### config.mk
export PLATFORM = sky130hd
export DESIGN_NAME = k_nearest_selector
export DESIGN_NICKNAME = d
export VERILOG_FILES = /design/src/rtl/knn_pkg.sv /design/src/rtl/knn_ctrl.sv /design/src/rtl/knn_dp.sv /design/src/rtl/k_nearest_selector.sv
export SDC_FILE = /design/constraint.sdc
export NUM_CORES = 2
export LEC_CHECK = 0
export BUFFER_PORTS_ARGS = -buffer_cell sky130_fd_sc_hd__buf_2
export CAP_MARGIN = 10
export CELL_PAD_IN_SITES_DETAIL_PLACEMENT = 1
export CELL_PAD_IN_SITES_GLOBAL_PLACEMENT = 1
export CORE_MARGIN = 8
export CORE_UTILIZATION = 38
export DETAILED_ROUTE_END_ITERATION = 12
export GPL_TIMING_DRIVEN = 0
export PLACE_DENSITY = 0.66
export SLEW_MARGIN = 0
export SYNTH_ARGS = -nofsm -noshare
export SYNTH_HDL_FRONTEND = slang
export SYNTH_SLANG_ARGS = --single-unit
### constraint.sdc
create_clock -name clk -period 11.4 [get_ports clk]
set_input_delay 2.28 -clock clk [delete_from_list [all_inputs] [get_ports clk]]
set_output_delay 2.28 -clock clk [all_outputs]
set_load 0.05 [all_outputs]
### src/rtl/knn_pkg.sv
package knn_pkg;

    localparam int DIST_W  = 32;
    localparam int INDEX_W = 10;
    localparam int RANK_W  = 4;
    localparam int COUNT_W = 5;
    localparam int MAX_RESULTS = 16;

    localparam int CFG_IDX_W  = 1;
    localparam int CFG_DATA_W = 10;

    localparam logic [CFG_IDX_W-1:0] CFG_QUERY_INDEX    = 1'b0;
    localparam logic [CFG_IDX_W-1:0] CFG_NEIGHBOR_COUNT = 1'b1;

    localparam logic [INDEX_W-1:0] QUERY_INDEX_RESET    = '0;
    localparam logic [COUNT_W-1:0] NEIGHBOR_COUNT_RESET = 5'd1;

    typedef enum logic [1:0] {
        ST_STREAM,
        ST_LOAD,
        ST_EMIT
    } state_t;

    typedef struct packed {
        logic insert;
        logic load;
        logic shift;
        logic clear;
    } cmd_t;

    typedef struct packed {
        logic last;
    } status_t;

endpackage

### src/rtl/knn_ctrl.sv
module knn_ctrl
    import knn_pkg::*;
(
    input  logic    clk,
    input  logic    rst_n,
    input  logic    s_tvalid,
    input  logic    s_tlast,
    input  logic    m_tready,
    input  status_t stat,
    output logic    s_tready,
    output logic    m_tvalid,
    output cmd_t    cmd
);

    state_t state_reg, state_next;

    always_ff @(posedge clk or negedge rst_n)
    begin
        if (!rst_n)
        begin
            state_reg <= ST_STREAM;
        end
        else
        begin
            state_reg <= state_next;
        end
    end

    always_comb
    begin
        state_next = state_reg;
        unique case (state_reg)
            ST_STREAM:
            begin
                if (s_tvalid && s_tlast)
                begin
                    state_next = ST_LOAD;
                end
            end
            ST_LOAD:
            begin
                state_next = ST_EMIT;
            end
            ST_EMIT:
            begin
                if (m_tready && stat.last)
                begin
                    state_next = ST_STREAM;
                end
            end
            default:
            begin
                state_next = ST_STREAM;
            end
        endcase
    end

    always_comb
    begin
        s_tready   = 1'b0;
        m_tvalid   = 1'b0;
        cmd        = '0;
        unique case (state_reg)
            ST_STREAM:
            begin
                s_tready   = 1'b1;
                cmd.insert = s_tvalid;
            end
            ST_LOAD:
            begin
                cmd.load = 1'b1;
            end
            ST_EMIT:
            begin
                m_tvalid  = 1'b1;
                cmd.shift = m_tready && !stat.last;
                cmd.clear = m_tready && stat.last;
            end
            default:
            begin
                cmd = '0;
            end
        endcase
    end

endmodule

### src/rtl/knn_dp.sv
module knn_dp
    import knn_pkg::*;
#(
    parameter int N_MAX = 1024,
    parameter int K_MAX = 16
)
(
    input  logic                  clk,
    input  logic                  rst_n,
    input  cmd_t                  cmd,
    input  logic [DIST_W-1:0]     distance,
    input  logic                  cfg_write,
    input  logic [CFG_IDX_W-1:0]  cfg_index,
    input  logic [CFG_DATA_W-1:0] cfg_data,
    output status_t               stat,
    output logic [INDEX_W-1:0]    neighbor_index,
    output logic [RANK_W-1:0]     rank,
    output logic                  none_found
);

    localparam int POS_W  = (N_MAX > 2) ? $clog2(N_MAX) : 1;
    localparam int FILL_W = $clog2(K_MAX + 1);
    localparam int EXT_W  = POS_W + INDEX_W;
    localparam int CNT8_W = 8;

    // sorted candidate cells, nearest in cell 0
    logic [DIST_W-1:0]  dist_reg [K_MAX];
    logic [DIST_W-1:0]  dist_next [K_MAX];
    logic [INDEX_W-1:0] idx_reg [K_MAX];
    logic [INDEX_W-1:0] idx_next [K_MAX];
    logic [DIST_W-1:0]  dist_prev [K_MAX];
    logic [INDEX_W-1:0] idx_prev [K_MAX];
    logic [DIST_W-1:0]  dist_up [K_MAX];
    logic [INDEX_W-1:0] idx_up [K_MAX];

    logic [FILL_W-1:0]     filled_reg, filled_next;
    logic [POS_W-1:0]      pos_reg, pos_next;
    logic [INDEX_W-1:0]    query_reg;
    logic [COUNT_W-1:0]    count_reg;
    logic [RANK_W-1:0]     rank_reg, rank_next;
    logic [RANK_W-1:0]     last_rank_reg, last_rank_next;
    logic                  none_reg, none_next;

    logic [K_MAX-1:0]      take;
    logic [K_MAX-1:0]      prev_take;
    logic [EXT_W-1:0]      pos_ext;
    logic [EXT_W-1:0]      query_ext;
    logic [INDEX_W-1:0]    pos_index;
    logic                  candidate;
    logic [POS_W:0]        pos_inc;
    logic [CNT8_W-1:0]     n_count;

    assign pos_ext   = EXT_W'(pos_reg);
    assign query_ext = EXT_W'(query_reg);
    assign pos_index = pos_ext[INDEX_W-1:0];
    assign candidate = (pos_ext != query_ext) && (distance != '0);
    assign pos_inc   = {1'b0, pos_reg} + (POS_W+1)'(1);

    genvar g;
    for (g = 0; g < K_MAX; g++)
    begin : g_cell
        // a free cell or a farther entry takes the new candidate or the entry of the next-nearer cell
        assign take[g] = (FILL_W'(g) >= filled_reg) || (dist_reg[g] > distance);
        if (g == 0)
        begin : g_first
            assign prev_take[g] = 1'b0;
            assign dist_prev[g] = dist_reg[g];
            assign idx_prev[g]  = idx_reg[g];
        end
        else
        begin : g_rest
            assign prev_take[g] = take[g-1];
            assign dist_prev[g] = dist_reg[g-1];
            assign idx_prev[g]  = idx_reg[g-1];
        end
        if (g == K_MAX - 1)
        begin : g_top
            assign dist_up[g] = dist_reg[g];
            assign idx_up[g]  = idx_reg[g];
        end
        else
        begin : g_mid
            assign dist_up[g] = dist_reg[g+1];
            assign idx_up[g]  = idx_reg[g+1];
        end
    end

    always_comb
    begin
        for (int j = 0; j < K_MAX; j++)
        begin
            dist_next[j] = dist_reg[j];
            idx_next[j]  = idx_reg[j];
            if (cmd.insert && candidate)
            begin
                if (prev_take[j])
                begin
                    dist_next[j] = dist_prev[j];
                    idx_next[j]  = idx_prev[j];
                end
                else if (take[j])
                begin
                    dist_next[j] = distance;
                    idx_next[j]  = pos_index;
                end
            end
            else if (cmd.shift)
            begin
                dist_next[j] = dist_up[j];
                idx_next[j]  = idx_up[j];
            end
        end
    end

    always_ff @(posedge clk)
    begin
        for (int j = 0; j < K_MAX; j++)
        begin
            dist_reg[j] <= dist_next[j];
            idx_reg[j]  <= idx_next[j];
        end
    end

    always_comb
    begin
        filled_next = filled_reg;
        pos_next    = pos_reg;
        if (cmd.clear)
        begin
            filled_next = '0;
            pos_next    = '0;
        end
        else if (cmd.insert)
        begin
            if (candidate && (filled_reg < FILL_W'(K_MAX)))
            begin
                filled_next = filled_reg + FILL_W'(1);
            end
            pos_next = (pos_inc >= (POS_W+1)'(N_MAX)) ? '0 : pos_inc[POS_W-1:0];
        end
    end

    // results = min(neighbor_count, K_MAX, filled, MAX_RESULTS)
    always_comb
    begin
        n_count = CNT8_W'(count_reg);
        if (n_count > CNT8_W'(K_MAX))
        begin
            n_count = CNT8_W'(K_MAX);
        end
        if (n_count > CNT8_W'(filled_reg))
        begin
            n_count = CNT8_W'(filled_reg);
        end
        if (n_count > CNT8_W'(MAX_RESULTS))
        begin
            n_count = CNT8_W'(MAX_RESULTS);
        end
    end

    always_comb
    begin
        rank_next      = rank_reg;
        last_rank_next = last_rank_reg;
        none_next      = none_reg;
        if (cmd.load)
        begin
            rank_next      = '0;
            none_next      = (n_count == '0);
            last_rank_next = RANK_W'(n_count - CNT8_W'(1));
        end
        else if (cmd.shift)
        begin
            rank_next = rank_reg + RANK_W'(1);
        end
    end

    always_ff @(posedge clk or negedge rst_n)
    begin
        if (!rst_n)
        begin
            filled_reg    <= '0;
            pos_reg       <= '0;
            rank_reg      <= '0;
            last_rank_reg <= '0;
            none_reg      <= 1'b0;
            query_reg     <= QUERY_INDEX_RESET;
            count_reg     <= NEIGHBOR_COUNT_RESET;
        end
        else
        begin
            filled_reg    <= filled_next;
            pos_reg       <= pos_next;
            rank_reg      <= rank_next;
            last_rank_reg <= last_rank_next;
            none_reg      <= none_next;
            if (cfg_write)
            begin
                unique case (cfg_index)
                    CFG_QUERY_INDEX:    query_reg <= cfg_data[INDEX_W-1:0];
                    CFG_NEIGHBOR_COUNT: count_reg <= cfg_data[COUNT_W-1:0];
                    default:            query_reg <= query_reg;
                endcase
            end
        end
    end

    assign stat.last      = none_reg || (rank_reg == last_rank_reg);
    assign neighbor_index = none_reg ? '0 : idx_reg[0];
    assign rank           = rank_reg;
    assign none_found     = none_reg;

endmodule

### src/rtl/k_nearest_selector.sv
// channel   dir  tdata / data                          tuser / extra   tlast
// s_*       in   [31:0] distance                       -               row_end
// m_*       out  [9:0] neighbor_index, [13:10] rank    [0] none_found  is_last
// cfg_*     in   cfg_index 0 query_index, 1 neighbor_count; cfg_data value
//
// one distance item per cycle while a row streams: every item is inserted
// by K_MAX parallel compare-and-shift cells
// after the row_end item: a load state sizes the result run, then one result per
// cycle while m_tready is high; s_tready stays low until the last result is taken
// reset (rst_n low, asynchronous) empties the list and sets query_index 0,
// neighbor_count 1; no clearing pass, cell contents are never read unfilled
// a stalled result holds its data; cfg_ready is always high
module k_nearest_selector
    import knn_pkg::*;
#(
    parameter int N_MAX = 1024,
    parameter int K_MAX = 16
)
(
    input  logic                  clk,
    input  logic                  rst_n,
    // distance items
    input  logic                  s_tvalid,
    output logic                  s_tready,
    input  logic [31:0]           s_tdata,    // [31:0] distance
    input  logic                  s_tlast,    // row_end
    // result items
    output logic                  m_tvalid,
    input  logic                  m_tready,
    output logic [15:0]           m_tdata,    // [9:0] neighbor_index, [13:10] rank, zero pad
    output logic [0:0]            m_tuser,    // [0] none_found
    output logic                  m_tlast,    // is_last
    // register writes
    input  logic                  cfg_valid,
    output logic                  cfg_ready,
    input  logic [CFG_IDX_W-1:0]  cfg_index,
    input  logic [CFG_DATA_W-1:0] cfg_data
);

    cmd_t               cmd;
    status_t            stat;
    logic [INDEX_W-1:0] neighbor_index;
    logic [RANK_W-1:0]  rank;
    logic               none_found;

    // register writes land in any cycle
    assign cfg_ready = 1'b1;

    knn_ctrl u_ctrl (
        .clk      (clk),
        .rst_n    (rst_n),
        .s_tvalid (s_tvalid),
        .s_tlast  (s_tlast),
        .m_tready (m_tready),
        .stat     (stat),
        .s_tready (s_tready),
        .m_tvalid (m_tvalid),
        .cmd      (cmd)
    );

    knn_dp #(
        .N_MAX (N_MAX),
        .K_MAX (K_MAX)
    ) u_dp (
        .clk            (clk),
        .rst_n          (rst_n),
        .cmd            (cmd),
        .distance       (s_tdata),
        .cfg_write      (cfg_valid && cfg_ready),
        .cfg_index      (cfg_index),
        .cfg_data       (cfg_data),
        .stat           (stat),
        .neighbor_index (neighbor_index),
        .rank           (rank),
        .none_found     (none_found)
    );

    // pack the result item, is_last follows the run length or the empty case
    assign m_tdata = {2'b00, rank, neighbor_index};
    assign m_tuser = none_found;
    assign m_tlast = stat.last;

endmodule

==> flow_metrics.py <==
metrics = {
    "outcome": {
        "outcome": "finished clean",
    },
    "synth": {
        "async_reset_ff_share_pct": 5.75,
        "synthFlopType": "edfxtp_1",
        "synth_edf_count": 672,
        "syn_area_um2": 48000,
        "synth-seq-cells": 713,
        "ys_seq_area_share_pct": 44.2,
        "synth_cell_types": 69,
        "synth_area_per_cell_um2": 10.3,
        "ys_top_cells_by_area": "edfxtp_1 42%, ha_1 14%, mux2i_1 11%",
        "synth_top_area_cell": "edfxtp_1",
        "syn_inst": 4653,
        "ys_warn_count": 0,
        "synth_top_cell_area_share_pct": 42.0,
    },
    "timing": {
        "final-hold-violation-count": 0,
        "period_share_pct": 73.5,
        "skew_ps": 21.0,
        "tightest_slew_ps": 1230,
        "setup_viol": 0,
        "final_max_slew_viol_count": 0,
        "layout_min_cycle_time_ps": 8380,
        "relSlewSlack_pct": 18.2,
        "holdWs_ps": 498,
        "max_freq_mhz": 119,
        "layout_setup_ws_ps": 3020,
        "grt_setup_unrepaired": "false",
    },
    "global_routing": {
        "grt.total_usage_pct": 23.7,
        "grt_max_degree": 42,
        "grt_pass1_wl_um": 250000,
        "grt_pass1_vias": 40200,
        "gr-total-overflow": 0,
        "grt_antenna_before_repair": 5,
    },
    "route": {
        "ant_nets": 0,
        "wl_um": 168000,
        "first_iter_violations": 2414,
        "drc": 0,
        "drt-wirelength-per-cell_um": 25.7,
        "dr_total_vias": 37600,
        "drt-pass1-iter-count": 5,
        "via_per_inst": 5.76,
    },
    "final_layout": {
        "largest_reg_flops": 512,
        "fillers": 13900,
        "multiInputGateArea_um2": 25400,
        "layout_common_cells": "812 x nand2_1, 677 x o21ai_0, 672 x edfxtp_1",
        "drive_above_1_share_pct": 7.44,
        "synthToLayoutAreaGrowth_pct": 11.8,
        "fin_area_um2": 53700,
        "final_common_cell": "nand2_1",
        "ff_latch_area_um2": 21200,
        "nets": 5369,
        "final_cells": 6516,
    },
    "pwr": {
        "powerDensity_nw_per_um2": 300,
        "leakage_uw": 0.0205,
        "peakVddDrop_uv": 226,
        "power_uw": 16100,
    },
    "worst_setup_path": {
        "crit_path_end_kind": "register",
        "cpPeakStageDelay_ps": 890,
        "crit_path_cell_trace": "clkbuf_1 > clkbuf_1 > inv_1 > ha_1 > nand4_1 > nor4_1 > o21ai_0 > a31oi_1 > clkbuf_1 > nor2b_1 > a31oi_4 > buf_12",
        "crit_type": "input pin to register",
        "crit_path_start_kind": "input pin",
        "cpMaxStageDelayCell": "a31oi_1",
        "regToRegStartpoint": "u_dp.pos_index[1]$_DFFE_PN0P_",
        "startpoint": "s_tdata[25]",
        "arrival_ps": 8730,
        "required_ps": 11750,
        "crit_fanout": 26,
        "path_common_cell": "clkbuf_1",
    },
    "clock_network": {
        "cts-root-buf": "clkbuf_16",
        "cts_resized": 0,
        "path_clk_slew_ps": 50,
        "insertion_delay_ps": 670,
        "clock_path_buffers": 3,
        "tritoncts": "yes",
        "cts_max_level": 3,
        "holdBufCountCts": 0,
        "postCtsSetupBuffers": 0,
        "clock_sinks": 713,
        "cts_buffers": 86,
    },
    "floorplanning": {
        "rows": 130,
        "die_width_um": 371,
        "io_pins": 70,
        "die_area_um2": 138000,
        "dieHeight_um": 371,
        "start_util_pct": 38.3,
        "core-area_um2": 125000,
    },
    "min_path": {
        "hp-class": "register to register",
        "min-delay-start": "u_dp.count_reg[2]$_DFFE_PN0P_",
    },
    "job": {
        "maxCapViolCount": 0,
    },
    "place": {
        "postPlaceCellArea_um2": 50900,
        "dp_hpwl_um": 137000,
        "gp_congestion": 0.891,
        "io_buffers": 35,
        "pre_cts_slack_ps": 2370,
        "dp_cells": 6359,
    },
}
[layout make-up]
class                   instances  share of cell area (%)
well taps                    1650                    3.85
flip-flops and latches        713                    39.5
diodes                          2                 0.00933
clock buffers                 108                    4.32
repair buffers                 55                    1.07
inverters                      71                   0.497
clock inverters                47                   0.865
plain buffers                 327                    2.50
multi-input cells            3543                    47.4
[cell families after synthesis]
kind of cell	Yosys count	share of synthesized area [%]
fa+ha+maj	523	13.6
xor+xnor	26	0.474
mux	641	13.9
flops	713	44.2
simple gates	1259	11.6
buf+inv	398	3.35
compound gates	1091	12.8
other cells	2	0.0156
[through the flow]
step	util [%]	setup TNS (ps)
6_report	42.8	0
5_1_grt	42.8	0
4_1_cts	42.8	0
3_5_place_dp	40.6	0
3_3_place_gp	40.1	-107630
2_1_floorplan	-	0
[power by group]
group | leakage (µW) | switching (µW) | internal, µW | total, µW
Sequential | 0.00699 | 993 | 4750 | 5740
Clock | 0.00138 | 1180 | 1640 | 2820
Combinational | 0.0121 | 4740 | 2810 | 7540
[synthesized netlist by cell type (22+ instances only)]
cell type,instances
nor2_1,71
mux2i_1,542
inv_1,70
dfrtp_1,40
a211oi_1,25
nand2_1,812
nand4_1,116
mux2_4,39
nor4_1,35
a221oi_1,22
a31oi_1,24
ha_1,523
a21o_1,23
clkbuf_1,252
nand3_1,101
o211ai_1,61
o21ai_0,678
edfxtp_1,672
buf_2,45
mux2_2,60
nor3_1,33
a21oi_1,176
nor2b_1,34
[routing by layer]
metal,wire (µm),part of all wire [%],global-route usage [%],vias to the layer above
met5,0,0,0,-
met1,77000,46,31.9,18700
met3,7120,4.2,2.74,263
li1,-,-,-,17700
met2,77500,46,39.2,893
met4,6220,3.7,8.62,0
[final timing paths]
check                                            endpoint  slack, ps  cells after the start
max in group asynchronous   u_dp.query_reg[6]$_DFFE_PN0P_       9020                      1
setup / recovery           u_dp.dist_reg[0][39]$_DFFE_PP_       3020                     12
hold / removal              u_dp.count_reg[2]$_DFFE_PN0P_        500                      1
hold reg to reg             u_dp.count_reg[2]$_DFFE_PN0P_        500                      1
setup reg to reg           u_dp.dist_reg[3][70]$_DFFE_PP_       5510                     11
min in group asynchronous   u_dp.count_reg[4]$_DFFE_PN0P_       1780                      1
[worst max-delay path: cells and delay by family]
kind	cells	cell delay [ps]
fa+ha+maj	1	520
simple gates	3	1210
compound gates	3	1810
buf+inv	5	2790
No activity file was read; power rests on OpenSTA's default activity.
